File: src/rtl/free_list_heap_allocator_unit_macros.svh
// Assertion macros used by the allocator top level.
`ifndef FREE_LIST_HEAP_ALLOCATOR_UNIT_MACROS_SVH
`define FREE_LIST_HEAP_ALLOCATOR_UNIT_MACROS_SVH

// Antecedent implies consequent in the same cycle.
`define FLHA_ASSERT_SAME(label, ante, cons) \
  label: assert property (@(posedge clk) disable iff (!rst_n) (ante) |-> (cons)) \
    else $error("allocator assertion failed");

// Antecedent implies consequent in the next cycle.
`define FLHA_ASSERT_NEXT(label, ante, cons) \
  label: assert property (@(posedge clk) disable iff (!rst_n) (ante) |=> (cons)) \
    else $error("allocator assertion failed");

`endif

File: src/rtl/flha_pkg.sv
// Package with constants, codes and types of the free-list heap allocator.
package flha_pkg;

  localparam int HEAP_WORDS = 1024;
  localparam int ADDR_W     = $clog2(HEAP_WORDS);
  localparam int LINK_W     = ADDR_W + 1;
  localparam int ALU_W      = LINK_W + 1;

  localparam logic [LINK_W-1:0] LINK_END  = LINK_W'(HEAP_WORDS);
  localparam logic [LINK_W-1:0] LAST_HDR  = LINK_W'(HEAP_WORDS - 1);

  localparam logic [1:0] POL_FIRST = 2'd0;
  localparam logic [1:0] POL_BEST  = 2'd1;
  localparam logic [1:0] POL_WORST = 2'd2;

  localparam logic OP_ALLOC = 1'b0;
  localparam logic OP_FREE  = 1'b1;

  typedef enum logic [1:0] {
    ST_OK      = 2'd0,
    ST_NOFIT   = 2'd1,
    ST_BADADDR = 2'd2
  } status_t;

  typedef enum logic [1:0] {
    ALU_ADD,
    ALU_ADD1,
    ALU_SUB
  } alu_op_t;

  typedef struct packed {
    alu_op_t          op;
    logic [ALU_W-1:0] a;
    logic [ALU_W-1:0] b;
  } alu_req_t;

  typedef struct packed {
    logic [ALU_W-1:0] sum;
    logic             lt;
    logic             eq;
  } alu_rsp_t;

  typedef enum logic [4:0] {
    S_CLR, S_IDLE, S_RESP,
    A_RS, A_RL, A_PICK, A_NXT, A_NB2, A_LINK, A_GRANT,
    F_MARK, F_SIZE, F_CMP, F_WALK, F_L0, F_M0, F_M1, F_M2, F_M3,
    F_P0, F_P1, F_P2, F_P3
  } state_t;

  // A link names a block only if its first payload word lies inside the heap.
  function automatic logic is_block(input logic [LINK_W-1:0] b);
    return b < LAST_HDR;
  endfunction

endpackage

File: src/rtl/flha_alu.sv
// Shared adder and comparator used by the allocator sequencer.
module flha_alu (
  input  flha_pkg::alu_req_t req,
  output flha_pkg::alu_rsp_t rsp
);

  logic [flha_pkg::ALU_W:0]   full;
  logic [flha_pkg::ALU_W-1:0] b_in;
  logic                       cin;

  always_comb begin
    b_in = req.b;
    cin  = 1'b0;
    unique case (req.op)
      flha_pkg::ALU_ADD: begin
        cin = 1'b0;
      end
      flha_pkg::ALU_ADD1: begin
        cin = 1'b1;
      end
      flha_pkg::ALU_SUB: begin
        b_in = ~req.b;
        cin  = 1'b1;
      end
      default: begin
        cin = 1'b0;
      end
    endcase
    full    = {1'b0, req.a} + {1'b0, b_in} + {{flha_pkg::ALU_W{1'b0}}, cin};
    rsp.sum = full[flha_pkg::ALU_W-1:0];
    // In subtract mode a missing carry means a < b.
    rsp.lt  = !full[flha_pkg::ALU_W];
    rsp.eq  = (full[flha_pkg::ALU_W-1:0] == '0);
  end

endmodule
File: config.mk
export PLATFORM = sky130hd
export DESIGN_NAME = flha_alu
export DESIGN_NICKNAME = d
export VERILOG_FILES = /design/src/rtl/free_list_heap_allocator_unit_macros.svh /design/src/rtl/flha_pkg.sv /design/src/rtl/flha_alu.sv
export SDC_FILE = /design/constraint.sdc
export NUM_CORES = 1
export LEC_CHECK = 0
export BUFFER_PORTS_ARGS = -buffer_cell sky130_fd_sc_hd__buf_2
export CAP_MARGIN = 15
export CORE_AREA = 2 2 42 44
export DETAILED_ROUTE_END_ITERATION = 7
export DIE_AREA = 0 0 44 46
export GPL_TIMING_DRIVEN = 0
export PLACE_DENSITY = 0.88
export RECOVER_POWER = 100
export SLEW_MARGIN = 20
export SYNTH_ARGS = -nofsm -noshare
export SYNTH_HDL_FRONTEND = slang
export SYNTH_SLANG_ARGS = --single-unit
File: constraint.sdc
create_clock -name vclk -period 3.65
set_clock_uncertainty 0.05 [all_clocks]
set_input_delay 0 -clock vclk [all_inputs]
set_output_delay 0 -clock vclk [all_outputs]
set_load 0.02 [all_outputs]
==> run summary <==
The run finished with clean final reports. Measured along the y axis, the die boundary spans 46 um. In the final layout, the share of cells above drive strength 1 is 0.317. The required time of the worst setup path is 3.60 ns. The flip-flop and latch area came out at 0 um2. The share of the Yosys chip area taken by registers is 0. The critical path goes through buf_2, inv_1, ha_1, buf_2, xnor2_1, fa_1, inv_1, fa_1, a211oi_2, o21ai_2, a31oi_4, xnor2_1, or3_1, or4_1, nor4_2, buf_2.

Once placement completed, the tool counted placed cells totaling 137. Based on the critical path, the design can be clocked at up to 0.295 GHz. The power density of the placed cells came out at 314 mW/mm2.

Routability-driven placement finished with a final weighted congestion of 0.822. After detailed routing, the average wire length per cell comes to 11.1 um. The critical path data arrival time came out at 3.34 ns. The synthesized netlist net count is 120. The slew of the pin with the lowest slew margin came out at 0.416 ns. The Yosys step of the flow raised 0 warnings. The cell area reported after detailed placement is 888 um2.

In this run the worst path has a maximum fanout of 10. The net count of the finished layout came out at 162. In this run the worst hold path is classified as in -> out.

For this run, the total global-route usage over all layers was measured as 0.148. Of all cell types, the one taking the most synthesized area is sky130_fd_sc_hd__ha_1. The post-route minimum period came out at 3.39 ns. The final HPWL from detailed placement came out at 1.38 mm.

The worst setup path is captured at an output port. The die width is 44 um. The number of sequential cells in the layout is 0. In this design, the critical path's most frequently occurring cell is sky130_fd_sc_hd__buf_2. The final-report max-slew violation count is 0. The average cell area after synthesis came out at 8.34 um2. Counting every instance in the synthesized netlist gives 80. The core outline area came out at 0.00161 mm2. The count of antenna diodes in the layout came out at 0. The netlist area before placement came out at 667 um2.

Among all stages on the critical path, the largest delay is contributed by sky130_fd_sc_hd__fa_1. The detail-routed via count per cell came out at 5.04. The post-route antenna net violation count came out at 0. The first-iteration detailed-routing DRC count came out at 1. The total leakage power is 0.459 nW. The number of hold buffers added after CTS is 0. In the post-synthesis netlist, the biggest area contributors are sky130_fd_sc_hd__ha_1, sky130_fd_sc_hd__xor2_1, sky130_fd_sc_hd__xnor2_1, sky130_fd_sc_hd__a21oi_1, sky130_fd_sc_hd__fa_1.

STA classifies the critical path startpoint as an input pin. The delay of the slowest critical-path stage came out at 0.43 ns. The final critical-path share of the clock period came out at 0.929. The path type of the worst setup path is in -> out. The number of antenna violations at the first check in global routing is 0. The number of global-route vias before repair came out at 610. The first-pass iteration count of the detailed router came out at 2. The first global-routing pass estimated 2.41 mm of wire. The final-report hold violation count was 0.

The pre-CTS setup slack is -0.0680 ns. Setup repair after global routing left no endpoint under its margin. From synthesis to final layout, the design area changed by 31.5%.

The worst-case setup margin in the final layout came out at 0.260 ns. In this run the worst setup path terminates at rsp[0]. After global routing the overflow that remains totals 0. The effective utilization at floorplan came out at 0.413. The sum of routed wire length over all layers is 1.53 mm. The total number of placement rows came out at 15. The cell area after layout came out at 877 um2. The share of Yosys cell area claimed by the top area cell type came out at 0.225. The DRC violation count after routing is 0. The fraction of the core area covered by cells at the end of the flow came out at 0.543. The number of buffers added on ports is 40. 40 I/O pins were placed. The power consumption is 0.276 mW.

The count of endpoints failing setup in the final report is 0. The worst-case IR drop observed on VDD is 0.0000989 V. The routed via count is 691. The pin count of the biggest net entering global routing is 11. The synthesized netlist contains 28 unique library cells. For this run, the number of standard cells in the final layout without fillers is 137. The worst slew margin relative to its limit came out at 0.720. The floorplan step defined a die boundary enclosing 0.00202 mm2. The number of max-capacitance violations reported is 0. The most critical setup path has its startpoint at req[24]. The total of clock buffers placed in the layout came out at 0.
-- cell usage after synthesis --
cell type	instances
sky130_fd_sc_hd__a2111oi_0	1
sky130_fd_sc_hd__a211oi_2	1
sky130_fd_sc_hd__a21boi_1	1
sky130_fd_sc_hd__a21o_1	1
sky130_fd_sc_hd__a21o_2	2
sky130_fd_sc_hd__a21oi_1	8
sky130_fd_sc_hd__a31oi_4	1
sky130_fd_sc_hd__and3_1	1
sky130_fd_sc_hd__buf_1	1
sky130_fd_sc_hd__fa_1	2
sky130_fd_sc_hd__ha_1	12
sky130_fd_sc_hd__inv_1	7
sky130_fd_sc_hd__nand2_1	2
sky130_fd_sc_hd__nor2_1	3
sky130_fd_sc_hd__nor2b_1	1
sky130_fd_sc_hd__nor3_1	2
sky130_fd_sc_hd__nor4_2	1
sky130_fd_sc_hd__o2111ai_1	1
sky130_fd_sc_hd__o211ai_1	1
sky130_fd_sc_hd__o21a_1	2
sky130_fd_sc_hd__o21ai_0	1
sky130_fd_sc_hd__o21ai_2	1
sky130_fd_sc_hd__o21bai_1	2
sky130_fd_sc_hd__or3_1	1
sky130_fd_sc_hd__or4_1	1
sky130_fd_sc_hd__or4_4	1
sky130_fd_sc_hd__xnor2_1	6
sky130_fd_sc_hd__xor2_1	16
-- kinds of logic after synthesis --
family          Yosys count  synth area share
fa+ha+maj                14             0.285
simple gates             13             0.118
buf+inv                   8            0.0450
xor+xnor                 22             0.289
compound gates           23             0.263
-- layout make-up --
type,instances,area [um2]
inverters,7,26.3
fillers,160,737
repair buffers,40,188
well taps,17,21.3
plain buffers,1,5.00
multi-input cells,72,637
-- critical path, delay by kind of cell --
kind	cells	cell delay, ns
AO/OA/AOI/OAI	3	0.58
XOR/XNOR	2	0.30
adder cells (fa/ha/maj)	3	0.86
buffers and inverters	5	0.69
AND/OR/NAND/NOR	3	0.91
-- how the worst min path moves through the flow --
stage,start,end,slack [ns],cells past startpoint
global placement,req[23],rsp[1],0.34,4
floorplan,req[23],rsp[1],0.16,2
detailed placement,req[23],rsp[1],0.35,4
finish,req[23],rsp[1],0.35,4
global route,req[23],rsp[1],0.38,4
CTS,req[23],rsp[1],0.35,4
-- layout by cell type, fill, tap and decap left out, types with 2 or more instances in the layout --
| master | instances |
|---|---|
| sky130_fd_sc_hd__a21o_2 | 2 |
| sky130_fd_sc_hd__a21oi_1 | 8 |
| sky130_fd_sc_hd__buf_2 | 31 |
| sky130_fd_sc_hd__clkbuf_1 | 10 |
| sky130_fd_sc_hd__fa_1 | 2 |
| sky130_fd_sc_hd__ha_1 | 12 |
| sky130_fd_sc_hd__inv_1 | 7 |
| sky130_fd_sc_hd__nand2_1 | 2 |
| sky130_fd_sc_hd__nor2_1 | 3 |
| sky130_fd_sc_hd__nor3_1 | 2 |
| sky130_fd_sc_hd__o21a_1 | 2 |
| sky130_fd_sc_hd__o21bai_1 | 2 |
| sky130_fd_sc_hd__xnor2_1 | 6 |
| sky130_fd_sc_hd__xor2_1 | 16 |
-- per-stage QoR --
step	hold slack, ns	setup TNS, ns
floorplan	0.160	0
global placement	0.343	-0.0155
detailed placement	0.349	-0.0680
CTS	0.353	0
global route	0.377	0
finish	0.352	0
-- routing by layer --
layer  GRT usage  wire length [um]  vias up
met2       0.312               828       22
met3     0.00397               102        0
met1       0.173               595      303
li1            -                 -      366
met4           0                 0        0
met5           0                 0        -
-- power breakdown --
| group | internal (mW) | switching [mW] | leakage [nW] |
|---|---|---|---|
| Sequential | 0 | 0 | 0 |
| Clock | 0 | 0 | 0 |
| Combinational | 0.103 | 0.172 | 0.459 |
| Total | 0.103 | 0.172 | 0.459 |
-- timing repair --
action	4_1_cts	5_1_grt
gates resized for setup	1	0
setup endpoints to repair	1	0
buffers inserted	0	0
Power figures use the tool's default switching activity.
